**config.mk**
```make
export PLATFORM = sky130hd
export DESIGN_NAME = clipped_line_rasterizer_unit
export DESIGN_NICKNAME = d
export VERILOG_FILES = /design/src/rtl/clr_pkg.sv /design/src/rtl/clr_setup.sv /design/src/rtl/clr_step.sv /design/src/rtl/clipped_line_rasterizer_unit.sv
export SDC_FILE = /design/constraint.sdc
export NUM_CORES = 1
export LEC_CHECK = 0
export BUFFER_PORTS_ARGS = -buffer_cell sky130_fd_sc_hd__buf_2
export CORE_MARGIN = 2
export CORE_UTILIZATION = 60
export CTS_CLUSTER_SIZE = 30
export DETAILED_ROUTE_END_ITERATION = 7
export HOLD_SLACK_MARGIN = 0.05
export PLACE_DENSITY = 0.8
export SLEW_MARGIN = 25
export SYNTH_ARGS = -nofsm -noshare
export SYNTH_HDL_FRONTEND = slang
export SYNTH_SLANG_ARGS = --single-unit
```
**constraint.sdc**
```tcl
create_clock -name clk -period 7.8 [get_ports clk]
set_input_delay 0.39 -clock clk [delete_from_list [all_inputs] [get_ports clk]]
set_output_delay 0.39 -clock clk [all_outputs]
set_load 0.02 [all_outputs]
```
**src/rtl/clr_pkg.sv**
```systemverilog
// Shared types and constants for the clipped line rasterizer.
`timescale 1ns / 1ps
`default_nettype none

package clr_pkg;

	localparam int COORD_W = 16;
	localparam int SPAN_W  = 17;
	localparam int ERR_W   = 19;
	localparam int COLOR_W = 24;
	localparam int INDEX_W = 21;
	localparam int CLIP_W  = 11;

	localparam int IN_DATA_W  = 88;
	localparam int OUT_DATA_W = 48;
	localparam int OUT_USER_W = 2;

	localparam logic OP_LOAD = 1'b0;
	localparam logic OP_STEP = 1'b1;

	typedef logic signed [COORD_W-1:0] coord_t;

	typedef struct packed {
		logic                opcode;
		coord_t              x_start;
		coord_t              y_start;
		coord_t              x_end;
		coord_t              y_end;
		logic [COLOR_W-1:0]  stroke_color;
	} line_item_t;

	typedef struct packed {
		coord_t                    cur_x;
		coord_t                    cur_y;
		coord_t                    tgt_x;
		coord_t                    tgt_y;
		logic [SPAN_W-1:0]         span_x;
		logic [SPAN_W-1:0]         span_y;
		logic                      neg_x;
		logic                      neg_y;
		logic signed [ERR_W-1:0]   err;
		logic [COLOR_W-1:0]        color;
	} line_state_t;

	typedef struct packed {
		logic                pixel_visible;
		logic [INDEX_W-1:0]  pixel_index;
		logic [COLOR_W-1:0]  pixel_color;
		logic                line_done;
	} pixel_result_t;

endpackage

`default_nettype wire

```
**src/rtl/clr_setup.sv**
```systemverilog
// Line setup: spans, step directions and initial error from a load transfer.
`timescale 1ns / 1ps
`default_nettype none

module clr_setup (
	input  var clr_pkg::line_item_t  item,
	output var clr_pkg::line_state_t state
);
	import clr_pkg::*;

	logic signed [SPAN_W-1:0] dx;
	logic signed [SPAN_W-1:0] dy;
	logic [SPAN_W-1:0]        sx;
	logic [SPAN_W-1:0]        sy;

	always_comb begin
		dx = {item.x_start[COORD_W-1], item.x_start} - {item.x_end[COORD_W-1], item.x_end};
		dy = {item.y_start[COORD_W-1], item.y_start} - {item.y_end[COORD_W-1], item.y_end};
		sx = dx[SPAN_W-1] ? SPAN_W'(-dx) : SPAN_W'(dx);
		sy = dy[SPAN_W-1] ? SPAN_W'(-dy) : SPAN_W'(dy);

		state.cur_x  = item.x_start;
		state.cur_y  = item.y_start;
		state.tgt_x  = item.x_end;
		state.tgt_y  = item.y_end;
		state.span_x = sx;
		state.span_y = sy;
		state.neg_x  = !(item.x_start < item.x_end);
		state.neg_y  = !(item.y_start < item.y_end);
		state.err    = $signed(ERR_W'(sx)) - $signed(ERR_W'(sy));
		state.color  = item.stroke_color;
	end

endmodule

`default_nettype wire

```
**src/rtl/clr_step.sv**
```systemverilog
// Step unit: clip test, frame index and Bresenham point advance.
`timescale 1ns / 1ps
`default_nettype none

module clr_step #(
	parameter int FRAME_WIDTH  = 2048,
	parameter int FRAME_HEIGHT = 1024
) (
	input  var clr_pkg::line_state_t   state,
	input  var logic [10:0]            clip_left,
	output var clr_pkg::pixel_result_t result,
	output var clr_pkg::line_state_t   next_state
);
	import clr_pkg::*;

	localparam logic signed [COORD_W:0] FW = (COORD_W+1)'(FRAME_WIDTH);
	localparam logic signed [COORD_W:0] FH = (COORD_W+1)'(FRAME_HEIGHT);
	localparam int PROD_W = 25;

	logic                     done;
	logic                     vis;
	logic signed [COORD_W:0]  xw;
	logic signed [COORD_W:0]  yw;
	logic signed [COORD_W:0]  clip_w;
	logic [PROD_W-1:0]        row_base;
	logic signed [ERR_W:0]    e2;
	logic                     move_x;
	logic                     move_y;
	logic signed [ERR_W-1:0]  err_n;

	always_comb begin
		done     = (state.cur_x == state.tgt_x) && (state.cur_y == state.tgt_y);
		xw       = {state.cur_x[COORD_W-1], state.cur_x};
		yw       = {state.cur_y[COORD_W-1], state.cur_y};
		clip_w   = $signed((COORD_W+1)'(clip_left));
		vis      = (xw >= clip_w) && (xw < FW) && !yw[COORD_W] && (yw < FH);
		row_base = PROD_W'(state.cur_y[11:0]) * PROD_W'(FRAME_WIDTH);

		e2     = {state.err, 1'b0};
		move_x = e2 > -$signed((ERR_W+1)'(state.span_y));
		move_y = e2 < $signed((ERR_W+1)'(state.span_x));
		err_n  = state.err;
		if (move_x) begin
			err_n = err_n - $signed(ERR_W'(state.span_y));
		end
		if (move_y) begin
			err_n = err_n + $signed(ERR_W'(state.span_x));
		end

		result.line_done     = done;
		result.pixel_visible = !done && vis;
		result.pixel_index   = (!done && vis) ?
			INDEX_W'(row_base) + INDEX_W'(state.cur_x[11:0]) : '0;
		result.pixel_color   = done ? '0 : state.color;

		next_state = state;
		if (!done) begin
			next_state.err = err_n;
			if (move_x) begin
				next_state.cur_x = state.neg_x ? state.cur_x - 16'sd1 : state.cur_x + 16'sd1;
			end
			if (move_y) begin
				next_state.cur_y = state.neg_y ? state.cur_y - 16'sd1 : state.cur_y + 16'sd1;
			end
		end
	end

endmodule

`default_nettype wire

```
**src/rtl/clipped_line_rasterizer_unit.sv**
```systemverilog
// Top level of the clipped line rasterizer: input stage, line state and result register.
// A step result passes the input stage and then the result register before it is offered on m_axis.
// Throughput: one item per cycle while no held result stalls a step; the point and error loop
// closes through the combinational step unit, so back-to-back steps run at full rate.
// Loads update the line state and give no result; a held result stalls only a waiting step.
// Reset (arst_n low): line state, clip_left and all valid flags clear to zero.
`timescale 1ns / 1ps
`default_nettype none

module clipped_line_rasterizer_unit #(
	parameter int FRAME_WIDTH  = 2048,
	parameter int FRAME_HEIGHT = 1024
) (
	input  var logic        clk,
	input  var logic        arst_n,
	input  var logic        clip_left_wr_en,
	input  var logic [10:0] clip_left_wr_data,
	input  var logic        s_axis_tvalid,
	output var logic        s_axis_tready,
	// x_start[15:0], y_start[31:16], x_end[47:32], y_end[63:48], stroke_color[87:64]
	input  var logic [87:0] s_axis_tdata,
	// opcode[0]
	input  var logic [0:0]  s_axis_tuser,
	output var logic        m_axis_tvalid,
	input  var logic        m_axis_tready,
	// pixel_index[20:0], pixel_color[44:21], zero[47:45]
	output var logic [47:0] m_axis_tdata,
	// pixel_visible[0], line_done[1]
	output var logic [1:0]  m_axis_tuser
);
	import clr_pkg::*;

	logic [CLIP_W-1:0] clip_left_q;
	logic              valid_s1;
	line_item_t        item_s1;
	line_item_t        item_in;
	line_state_t       state_q;
	line_state_t       load_state;
	line_state_t       step_state;
	pixel_result_t     step_res;
	logic              out_valid_q;
	pixel_result_t     out_res_q;
	logic              out_free;
	logic              fire_s1;
	logic              is_step;

	assign item_in = '{opcode:       s_axis_tuser[0],
	                   x_start:      s_axis_tdata[15:0],
	                   y_start:      s_axis_tdata[31:16],
	                   x_end:        s_axis_tdata[47:32],
	                   y_end:        s_axis_tdata[63:48],
	                   stroke_color: s_axis_tdata[87:64]};

	assign is_step       = item_s1.opcode == OP_STEP;
	assign out_free      = !out_valid_q || m_axis_tready;
	assign fire_s1       = valid_s1 && (!is_step || out_free);
	assign s_axis_tready = !valid_s1 || fire_s1;

	clr_setup u_setup (
		.item  (item_s1),
		.state (load_state)
	);

	clr_step #(
		.FRAME_WIDTH  (FRAME_WIDTH),
		.FRAME_HEIGHT (FRAME_HEIGHT)
	) u_step (
		.state      (state_q),
		.clip_left  (clip_left_q),
		.result     (step_res),
		.next_state (step_state)
	);

	always_ff @(posedge clk or negedge arst_n) begin
		if (!arst_n) begin
			clip_left_q <= '0;
		end else if (clip_left_wr_en) begin
			clip_left_q <= clip_left_wr_data;
		end
	end

	always_ff @(posedge clk or negedge arst_n) begin
		if (!arst_n) begin
			valid_s1 <= 1'b0;
		end else if (s_axis_tready) begin
			valid_s1 <= s_axis_tvalid;
		end
	end

	always_ff @(posedge clk) begin
		if (s_axis_tready && s_axis_tvalid) begin
			item_s1 <= item_in;
		end
	end

	always_ff @(posedge clk or negedge arst_n) begin
		if (!arst_n) begin
			state_q <= '0;
		end else if (fire_s1) begin
			state_q <= is_step ? step_state : load_state;
		end
	end

	always_ff @(posedge clk or negedge arst_n) begin
		if (!arst_n) begin
			out_valid_q <= 1'b0;
		end else if (out_free) begin
			out_valid_q <= fire_s1 && is_step;
		end
	end

	always_ff @(posedge clk) begin
		if (fire_s1 && is_step) begin
			out_res_q <= step_res;
		end
	end

	assign m_axis_tvalid = out_valid_q;
	assign m_axis_tdata  = {3'b000, out_res_q.pixel_color, out_res_q.pixel_index};
	assign m_axis_tuser  = {out_res_q.line_done, out_res_q.pixel_visible};

endmodule

`default_nettype wire

```
==> flow_metrics.py, run 1 <==
metrics = {
    "sta": {
        "fin_crit_sh_pct": 92.44,
        "max_freq_mhz": 138.7,
        "tightest_slew_ps": 962.5,
        "skew_ps": 18.34,
        "fin_tns_setup_ps": 0,
        "setup_viol": 0,
        "rsz0062_at_grt": "no",
        "relSlewSlack_pct": 35.84,
        "drv_slew": 0,
        "post-route-min-period_ps": 7210,
        "hold_viol": 0,
    },
    "die": {
        "core-area_mm2": 0.03059,
        "die_h_um": 180.2,
        "rows": 64,
        "fp.dieW_um": 180.2,
        "dieArea_mm2": 0.03248,
        "initial_core_util_pct": 60.90,
        "pin_count": 157,
    },
    "critical_path": {
        "r2r_cells": 27,
        "end_kind": "register",
        "startpoint": "state_q[48]",
        "critical_path_arrival_ps": 7640,
        "crit_path_max_fanout": 20,
        "criticalPathCategory": "register to register",
        "crit_required_ps": 8230,
        "crit_path_end": "state_q[42]",
        "rr_startpoint": "state_q[48]",
        "worstSetupStartpointType": "register",
        "reg2reg_to": "state_q[42]",
        "reg2reg_slack_ps": 590,
    },
    "clock_tree": {
        "cts_buffers": 31,
        "cts_root_buf": "clkbuf_16",
        "clock_sinks": 292,
        "clkTransAtPathRegs_ps": 70,
        "ctsHtreeMaxLevel": 1,
        "cts_tree": "yes",
        "clk_latency_ps": 560,
        "post-cts-setup-buffers": 0,
        "cts.path.max_buffers": 3,
    },
    "job": {
        "max-cap-violations": 0,
    },
    "cells_and_area": {
        "diodes": 0,
        "drive_gt1_share_pct": 13.57,
        "area_growth_pct": 17.51,
        "final_util_pct": 71.57,
        "layoutNonFillerInstCount": 2533,
        "fin_nets": 2397,
    },
    "synthesis": {
        "yosysSeqAreaShare_pct": 42.87,
        "async_flop_share_pct": 53.42,
        "synthesis.instances": 1864,
        "yosys_register_bits": 292,
        "synth.distinct_cells": 79,
        "yosysTopAreaCellShare_pct": 21.92,
        "synth_flop_cell": "dfrtp_1",
        "yosys_warnings": 0,
        "mappedNetlistArea_mm2": 0.01863,
        "synth-edff-count": 136,
        "synthTopCellsByArea": "edfxtp_1 22%, dfrtp_1 21%, ha_1 11%, xnor2_1 6.0%, a21oi_1 3.5%",
        "synth.largest_area_cell": "edfxtp_1",
        "syn_area_per_cell_um2": 9.995,
    },
    "global_routing": {
        "overflow": 0,
        "antenna_found_initial": 0,
        "grt_pass1_wl_um": 78630,
        "track_usage_pct": 30.05,
        "grt_pass1_vias": 15097,
        "grt_max_degree": 98,
    },
    "placed_design": {
        "port_buffers": 153,
        "dp_cells": 2376,
        "hpwl_um": 33930,
        "gp_congestion": 0.9141,
    },
    "power_and_ir_drop": {
        "leakagePower_uw": 0.009605,
        "powerDensity_mw_per_mm2": 402.8,
        "ir_drop_v": 0.0002752,
    },
    "drt": {
        "wl_per_cell_um": 19.52,
        "avgViaCountPerCell": 5.959,
        "drt_iter0_markers": 1280,
        "num_vias": 15095,
        "dr.pass1.iters": 5,
        "drc": 0,
        "finalWirelength_um": 49450,
        "ant_nets": 0,
    },
    "min_path": {
        "min_path_type": "input pin to register",
    },
    "run_status": {
        "status": "finished, final reports clean",
    },
}
==> through the flow <==
step | setup slack [ps] | total power (uW) | hold slack [ps] | instance area (um2)
6_report | 589.5 | 8818 | 37.16 | 21890
5_1_grt | 55.00 | 9485 | 80.26 | 21890
4_1_cts | 677.5 | 8698 | 54.33 | 21860
3_5_place_dp | 766.5 | 7106 | 469.6 | 19830
3_3_place_gp | 892.1 | 6960 | 457.7 | 19820
2_1_floorplan | 1465 | 6013 | 94.41 | 18640
==> critical path: stages, from the launching register on <==
cell and delay (ps):
dfrtp_1 410, nor4_1 360, nand2_1 150, nor2_1 190
nand3_1 160, nor4_1 330, nand2_1 190, nor4_1 280
xnor2_1 160, ha_1 280, a21oi_1 170, o21ai_0 110
a221oi_1 300, o211ai_1 160, mux2i_2 430, buf_4 370
mux2_2 410, ha_1 230, a211oi_1 340, o21ai_0 210
a21o_1 230, o21ai_0 320, o21ai_0 220, a21oi_1 220
a2111oi_0 90, a211oi_1 280, xor2_1 110, a311o_1 370
==> where the power goes <==
group | internal, uW | switching (uW)
Clock | 894 | 636
Sequential | 1920 | 419
Combinational | 2210 | 2740
Total | 5020 | 3800
==> kinds of logic (layout without fill, tap and decap cells) <==
group / count (synthesis) / after routing / synth area share [%]
xor+xnor: 166 / 166 / 7.844
compound gates: 452 / 452 / 15.22
fa+ha+maj: 179 / 179 / 12.34
simple gates: 507 / 507 / 12.94
mux: 87 / 87 / 5.057
buf+inv: 180 / 451 / 3.700
other cells: 1 / 3 / 0.02013
flops: 292 / 292 / 42.87
==> sequential cells by signal, summed over array words and instances, names as in the netlist <==
register,count
clip_left_q,11
is_step,1
item_s1,88
m_axis_tdata,45
m_axis_tuser,2
m_axis_tvalid,1
state_q,143
valid_s1,1
==> repair_timing <==
action / 4_1_cts / 5_1_grt
gates resized for setup: 0 / 0
hold endpoints to repair: 194 / 0
hold buffers: 99 / 0
endpoints found under the setup margin: 0 / 0
==> synth_stat cells (all sizes together) (4+ instances only) <==
| cell | count |
|---|---|
| nor2b | 26 |
| edfxtp | 136 |
| o211ai | 12 |
| a21o | 37 |
| nand2b | 12 |
| o31ai | 6 |
| o41ai | 4 |
| and3 | 8 |
| and4 | 7 |
| a211o | 6 |
| nand2 | 156 |
| o21ai | 136 |
| o2111ai | 4 |
| or2 | 6 |
| a21boi | 4 |
| nor4 | 15 |
| o31a | 4 |
| a31oi | 13 |
| buf | 10 |
| a31o | 4 |
| o21bai | 12 |
| nor2 | 129 |
| fa | 8 |
| a211oi | 14 |
| and2 | 47 |
| nor3b | 5 |
| mux2 | 57 |
| nand3 | 31 |
| nand4 | 13 |
| ha | 171 |
| inv | 127 |
| xor2 | 38 |
| o221ai | 4 |
| dfrtp | 156 |
| a21oi | 130 |
| nor3 | 37 |
| xnor2 | 128 |
| o21a | 22 |
| clkbuf | 42 |
| mux2i | 30 |
| or3 | 10 |
==> layer usage <==
metal	routed length, um	vias to the layer above	track usage (%)
met2	24220	609	52.53
li1	-	7186	-
met4	2099	0	11.45
met1	20200	7173	38.63
met5	0	-	0
met3	2932	127	3.092
==> worst min path at each step <==
stage | start | slack (ps) | depth (start not counted) | endpoint
floorplan | arst_n | 90 | 0 | clip_left_q[0]
global placement | item_s1[3] | 460 | 1 | state_q[3]
CTS | clip_left_wr_data[0] | 50 | 2 | clip_left_q[0]
detailed placement | item_s1[1] | 470 | 1 | state_q[1]
global route | clip_left_wr_data[0] | 80 | 2 | clip_left_q[0]
finish | clip_left_wr_data[10] | 40 | 3 | clip_left_q[10]
==> layout make-up <==
type | instances | area [um2]
clock inverter | 17 | 207.7
clock buffer | 40 | 839.6
fill | 2171 | 8697
inverter | 128 | 480.5
multi-input combinational | 1394 | 9993
sequential | 292 | 7988
tap | 396 | 495.5
timing repair buffer | 266 | 1888
==> cell usage in the layout (no fill, tap or decap), drive strengths merged, types with 13 or more instances in the layout <==
master,n
nor3,37
mux2,57
nor2,129
ha,171
and2,47
xnor2,128
xor2,38
nor2b,26
edfxtp,136
a31oi,13
dlygate4sd3,99
nand2,156
a21oi,130
inv,129
o21a,22
nand4,13
nor4,15
buf,167
a211oi,14
o21ai,136
nand3,31
a21o,37
dfrtp,156
mux2i,30
clkbuf,40
Power figures use the tool's default switching activity.
==> inputs of run 2 (changes only) <==
PLACE_DENSITY = 0.79   (was 0.8)
SYNTH_HIERARCHICAL = 1   (was not set)
==> run 2 against run 1 <==
Final cell count grew 10%. Synthesized cell count increased by 19%. Worst setup slack better by 78 ps. Largest cell class unchanged.
==> flow_metrics.py, run 2 <==
metrics = {
    "sta": {
        "setup_viol": 0,
        "skew_ps": 14.32,
        "tightest_slew_ps": 1054,
        "drv_slew": 0,
        "post-route-min-period_ps": 7133,
        "setup_ws_ps": 667.3,
        "relSlewSlack_pct": 29.74,
        "fin_tns_setup_ps": 0,
        "hold_viol": 0,
        "max_freq_mhz": 140.2,
        "fin_crit_sh_pct": 91.44,
        "rsz0062_at_grt": "no",
    },
    "critical_path": {
        "crit_path_max_fanout": 8,
        "max_stage_delay_ps": 450,
        "crit_required_ps": 8280,
        "cp_common_cell": "or3_1",
        "worstSetupStartpointType": "register",
        "end_kind": "register",
        "crit_path_top_delay_cell": "fa_1",
        "critical_path_arrival_ps": 7620,
        "criticalPathCategory": "register to register",
    },
    "drt": {
        "num_vias": 16503,
        "drt_iter0_markers": 1310,
        "finalWirelength_um": 56330,
        "drc": 0,
        "dr.pass1.iters": 5,
        "wl_per_cell_um": 20.14,
        "avgViaCountPerCell": 5.900,
        "ant_nets": 0,
    },
    "synthesis": {
        "synth_fa_ha_area_share_pct": 9.987,
        "synth.distinct_cells": 97,
        "async_flop_share_pct": 53.42,
        "post-synth-top-count-cell": "mux2_2",
        "yosysSeqAreaShare_pct": 34.74,
        "synth-simple-area-share_pct": 10.60,
        "yosys_register_bits": 292,
        "synth_flop_cell": "dfrtp_1",
        "yosysTopAreaCellShare_pct": 17.76,
        "synth-edff-count": 136,
        "synth.largest_area_cell": "edfxtp_1",
        "syn_area_per_cell_um2": 10.40,
        "yosys_warnings": 6,
        "synthXorXnorAreaFrac_pct": 6.389,
        "synth.top_cells.by_count": "244 x mux2_2, 191 x buf_4, 169 x ha_1, 156 x dfrtp_1, 144 x inv_1",
        "mappedNetlistArea_mm2": 0.02299,
        "synthTopCellsByArea": "edfxtp_1 18%, dfrtp_1 17%, mux2_2 12%, ha_1 9.2%, buf_4 6.2%",
        "synth_mux_area_share_pct": 16.39,
        "synth_compound_area_share_pct": 11.60,
        "synth_top_family_by_area": "multiplexers",
        "synthesis.instances": 2210,
    },
    "clock_tree": {
        "ctsHoldBuffers": 102,
        "post-cts-setup-buffers": 0,
        "clkTransAtPathRegs_ps": 70,
        "cts.path.max_buffers": 3,
        "cts-resized-gates": 0,
        "cts_buffers": 30,
        "ctsHtreeMaxLevel": 1,
        "clock_sinks": 292,
        "cts_tree": "yes",
        "cts_root_buf": "clkbuf_16",
        "clk_latency_ps": 600,
    },
    "die": {
        "die_h_um": 199.7,
        "rows": 71,
        "fp.dieW_um": 199.7,
        "pin_count": 157,
        "dieArea_mm2": 0.03990,
        "initial_core_util_pct": 61.04,
        "core-area_mm2": 0.03767,
    },
    "power_and_ir_drop": {
        "powerDensity_mw_per_mm2": 436.6,
        "leakagePower_uw": 0.01076,
        "ir_drop_v": 0.0002449,
    },
    "global_routing": {
        "grt_max_degree": 145,
        "grt_pass1_vias": 16328,
        "overflow": 0,
        "track_usage_pct": 28.07,
        "antenna_found_initial": 0,
        "grt_pass1_wl_um": 87750,
    },
    "cells_and_area": {
        "drive_gt1_share_pct": 25.08,
        "largest_reg_flops": 143,
        "fin_nets": 2543,
        "final_common_cell": "mux2_2",
        "area_growth_pct": 8.077,
        "final_cell_mix": "244 x mux2_2, 169 x ha_1, 156 x dfrtp_1",
        "regMostFlops": "state_q",
    },
    "job": {
        "max-cap-violations": 0,
    },
    "min_path": {
        "min_path_type": "input pin to register",
    },
    "placed_design": {
        "hpwl_um": 38160,
        "port_buffers": 153,
        "pre_cts_slack_ps": 700.5,
        "gp_congestion": 0.8991,
    },
    "run_status": {
        "status": "finished, final reports clean",
    },
}
## run 2: changes by cell type in the layout (fill, tap and decap cells not counted), moves of 10 or more
cell | previous run | this run
nand2_1 | 154 | 117
mux2i_1 | 29 | 12
nor2b_1 | 26 | 16
nor2_1 | 127 | 114
inv_1 | 127 | 144
nor3_1 | 37 | 26
o21ai_1 | 20 | 2
mux2_4 | 0 | 59
mux2_2 | 55 | 244
o21ai_0 | 116 | 88
a21oi_1 | 128 | 90
## run 2: kinds of logic (layout without fill, tap and decap cells)
| logic type | Yosys count | count (layout) |
|---|---|---|
| other | 1 | 4 |
| AOI/OAI and AO/OA | 384 | 384 |
| muxes | 316 | 316 |
| xor gates and xnor gates | 166 | 166 |
| and+or+nand+nor | 479 | 479 |
| buffers and inverters | 393 | 466 |
| adders and majority gates | 179 | 179 |
| DFF | 292 | 292 |
## run 2: final timing paths
| path | startpoint | endpoint | slack, ps | cells past startpoint |
|---|---|---|---|---|
| setup / recovery | state_q[47] | state_q[42] | 670 | 29 |
| hold / removal | m_axis_tready | m_axis_tvalid | 140 | 3 |
| setup reg to reg | state_q[47] | state_q[42] | 670 | 29 |
| hold reg to reg | clip_left_q[10] | clip_left_q[10] | 510 | 1 |
| max in group asynchronous | arst_n | state_q[60] | 6070 | 3 |
| min in group asynchronous | arst_n | state_q[116] | 410 | 2 |
## run 2: power breakdown
| group | switching, uW | internal, uW | total, uW |
|---|---|---|---|
| clock network | 665 | 960 | 1620 |
| registers | 572 | 1990 | 2570 |
| logic | 3490 | 3170 | 6660 |
## run 2: cell type report
| type | instances | area [um2] |
|---|---|---|
| fill | 2808 | 12820 |
| multi-input combinational | 1527 | 12670 |
| sequential | 292 | 7988 |
| timing repair buffer | 266 | 1904 |
| clock buffer | 33 | 782.0 |
| tap | 511 | 639.4 |
| inverter | 144 | 540.5 |
| clock inverter | 23 | 324.1 |
| antenna | 1 | 2.502 |
## run 2: through the flow
step                      utilization (%)  hold slack [ps]  cell area, um2  std cells  power [uW]
final                               65.96            142.9           24850       2797       10850
after global routing                65.96            131.3           24840       2796       11680
after floorplan                         -            94.41           23000       2212        7836
after global placement              60.24            493.6           22690       2637        8727
after CTS                           65.95            122.7           24840       2796       10690
after detailed placement            60.30            496.0           22710       2638        8992
## run 2: critical path: cells and delay by family (launching register included)
| kind | cells | cell delay [ps] |
|---|---|---|
| buffers and inverters | 1 | 130 |
| xor gates and xnor gates | 1 | 150 |
| AOI/OAI and AO/OA | 8 | 1850 |
| DFF | 1 | 420 |
| muxes | 2 | 510 |
| adders and majority gates | 3 | 1000 |
| and+or+nand+nor | 14 | 2960 |
## run 2: metal layers
layer	share of wire, %	vias to the layer above	GRT usage, %
met1	43	8073	37.49
met4	3.5	0	10.29
met3	5.4	98	3.192
li1	-	7807	-
met5	0	-	0
met2	49	525	47.33
==> inputs of run 3 (changes only) <==
ABC_AREA = 1   (was not set)
CTS_CLUSTER_DIAMETER = 60   (was not set)
==> run 3 against run 2 <==
Clock skew up 30 ps. Die area up 2.4%. First-iteration DRC count up 60%. Via count up 28%.
==> flow_metrics.py, run 3 <==
metrics = {
    "drt": {
        "avgViaCountPerCell": 5.580,
        "num_vias": 21166,
        "ant_nets": 0,
        "drc": 0,
        "wl_per_cell_um": 16.96,
        "finalWirelength_um": 64330,
        "drt_iter0_markers": 2092,
        "dr.pass1.iters": 6,
    },
    "cells_and_area": {
        "fin_nets": 3534,
        "final_common_cell": "nand2_1",
        "regMostFlops": "state_q",
        "drive_gt1_share_pct": 9.805,
        "area_growth_pct": 7.490,
        "fin_area_mm2": 0.02532,
        "final_cell_mix": "1160 x nand2_1, 334 x inv_1, 255 x nand3_1",
        "largest_reg_flops": 143,
    },
    "die": {
        "pin_count": 157,
        "die_h_um": 202.1,
        "fp.dieW_um": 202.1,
        "rows": 72,
        "dieArea_mm2": 0.04086,
        "initial_core_util_pct": 60.81,
        "core-area_mm2": 0.03874,
    },
    "synthesis": {
        "synthesis.instances": 3243,
        "synthTopCellsByArea": "nand2_1 18%, edfxtp_1 17%, dfrtp_1 17%, ha_1 9.0%, buf_4 6.1%",
        "synthXorXnorAreaFrac_pct": 5.381,
        "synth-simple-area-share_pct": 30.02,
        "synth.top_cells.by_count": "1160 x nand2_1, 336 x inv_1, 255 x nand3_1, 191 x buf_4, 169 x ha_1",
        "post-synth-top-count-cell": "nand2_1",
        "yosys_warnings": 6,
        "synth.distinct_cells": 55,
        "synth_top_family_by_area": "simple AND/OR/NAND/NOR gates",
        "synth_fa_ha_area_share_pct": 9.657,
        "synth_compound_area_share_pct": 7.357,
        "syn_area_per_cell_um2": 7.263,
        "yosysSeqAreaShare_pct": 33.91,
        "synth_mux_area_share_pct": 0,
        "synth_flop_cell": "dfrtp_1",
        "async_flop_share_pct": 53.42,
        "synth-edff-count": 136,
        "mappedNetlistArea_mm2": 0.02356,
        "yosysTopAreaCellShare_pct": 18.49,
        "yosys_register_bits": 292,
        "synth.largest_area_cell": "nand2_1",
    },
    "critical_path": {
        "max_stage_delay_ps": 600,
        "end_kind": "register",
        "crit_path_top_delay_cell": "o311ai_0",
        "cp_num_cells": 35,
        "criticalPathCategory": "register to register",
        "rr_startpoint": "state_q[46]",
        "startpoint": "state_q[46]",
        "worstSetupStartpointType": "register",
        "critical_path_arrival_ps": 6800,
        "r2r_cells": 35,
        "reg2reg_slack_ps": 1510,
        "crit_buf_inv": 4,
        "crit_required_ps": 8310,
        "reg2reg_to": "state_q[41]",
        "cp_common_cell": "nand2_1",
        "cp_top_family": "simple AND/OR/NAND/NOR gates",
        "crit_path_end": "state_q[41]",
        "crit_path_max_fanout": 24,
    },
    "placed_design": {
        "placed_area_mm2": 0.02318,
        "port_buffers": 153,
        "hpwl_um": 44160,
        "gp_congestion": 0.9813,
    },
    "job": {
        "max-cap-violations": 0,
    },
    "clock_tree": {
        "cts_root_buf": "clkbuf_16",
        "clk_latency_ps": 600,
        "ctsHtreeMaxLevel": 1,
        "cts.path.max_buffers": 3,
        "cts_tree": "yes",
        "cts_buffers": 28,
        "cts-resized-gates": 0,
        "clock_sinks": 292,
        "clkTransAtPathRegs_ps": 90,
    },
    "sta": {
        "fin_crit_sh_pct": 80.66,
        "setup_viol": 0,
        "relSlewSlack_pct": 31.19,
        "hold_viol": 0,
        "drv_slew": 0,
        "rsz0062_at_grt": "no",
        "skew_ps": 44.23,
        "max_freq_mhz": 158.9,
        "post-route-min-period_ps": 6292,
        "tightest_slew_ps": 1032,
        "fin_tns_setup_ps": 0,
    },
    "global_routing": {
        "grt_pass1_wl_um": 103200,
        "antenna_found_initial": 1,
        "track_usage_pct": 31.12,
        "grt_max_degree": 97,
        "grt_pass1_vias": 20245,
        "overflow": 0,
    },
    "run_status": {
        "status": "finished, final reports clean",
    },
    "min_path": {
        "min_path_type": "input pin to register",
        "worstHoldStart": "clip_left_wr_data[3]",
        "min_delay_path_depth": 3,
    },
    "power_and_ir_drop": {
        "powerDensity_mw_per_mm2": 375.5,
        "totalPowerFinal_uw": 9508,
        "ir_drop_v": 0.0002676,
        "leakagePower_uw": 0.01328,
    },
}
-- run 3: how the worst min path moves through the flow --
stage | to | slack [ps]
finish | clip_left_q[3] | 90
global route | clip_left_q[3] | 100
CTS | clip_left_q[3] | 60
detailed placement | state_q[11] | 490
global placement | state_q[9] | 480
floorplan | clip_left_q[0] | 90
-- run 3: worst register-to-register path: cells and delay by family (launching register included) --
family          cells  cell delay, ps
simple gates       25            3500
compound gates      4            1000
fa+ha+maj           2             680
buf+inv             4             660
flops               1             410
-- run 3: area by class of cell --
| type | instances | area [um2] |
|---|---|---|
| flip-flops and latches | 292 | 7991 |
| clock buffers | 30 | 729.5 |
| repair buffers | 262 | 1848 |
| multi-input cells | 2314 | 12370 |
| clock inverters | 22 | 392.9 |
| well taps | 518 | 648.1 |
| diodes | 1 | 2.502 |
| fillers | 3284 | 13420 |
| inverters | 354 | 1336 |
-- run 3: per-stage QoR --
stage	setup slack (ps)	utilization [%]	hold slack, ps	cells
final	1508	65.36	93.98	3793
after global routing	839.2	65.36	97.35	3793
after CTS	1623	65.33	59.88	3792
after detailed placement	1662	59.85	489.5	3640
after global placement	1743	59.85	484.1	3640
after floorplan	2786	-	94.41	3245
-- run 3: power by group --
part | internal [uW] | switching (uW)
registers | 1900 | 453
logic | 2070 | 3470
clock network | 805 | 808
total | 4780 | 4730
-- run 3: layer usage --
layer / track usage [%] / vias to the layer above / share of wire [%]
li1: - / 10238 / -
met1: 40.82 / 9873 / 41
met2: 52.86 / 875 / 47
met3: 3.644 / 180 / 7.0
met4: 12.07 / 0 / 4.2
met5: 0 / - / 0
-- run 3: kinds of logic (layout without fill, tap and decap cells) --
group / after synthesis / count (layout)
compound gates: 311 / 311
xor+xnor: 143 / 143
fa+ha+maj: 177 / 177
buf+inv: 639 / 668
flops: 292 / 292
other cells: 1 / 4
simple gates: 1680 / 1680
-- run 3: what timing repair did --
item	CTS	global route
hold endpoints to repair	188	0
buffers inserted	0	0
hold buffers	100	0
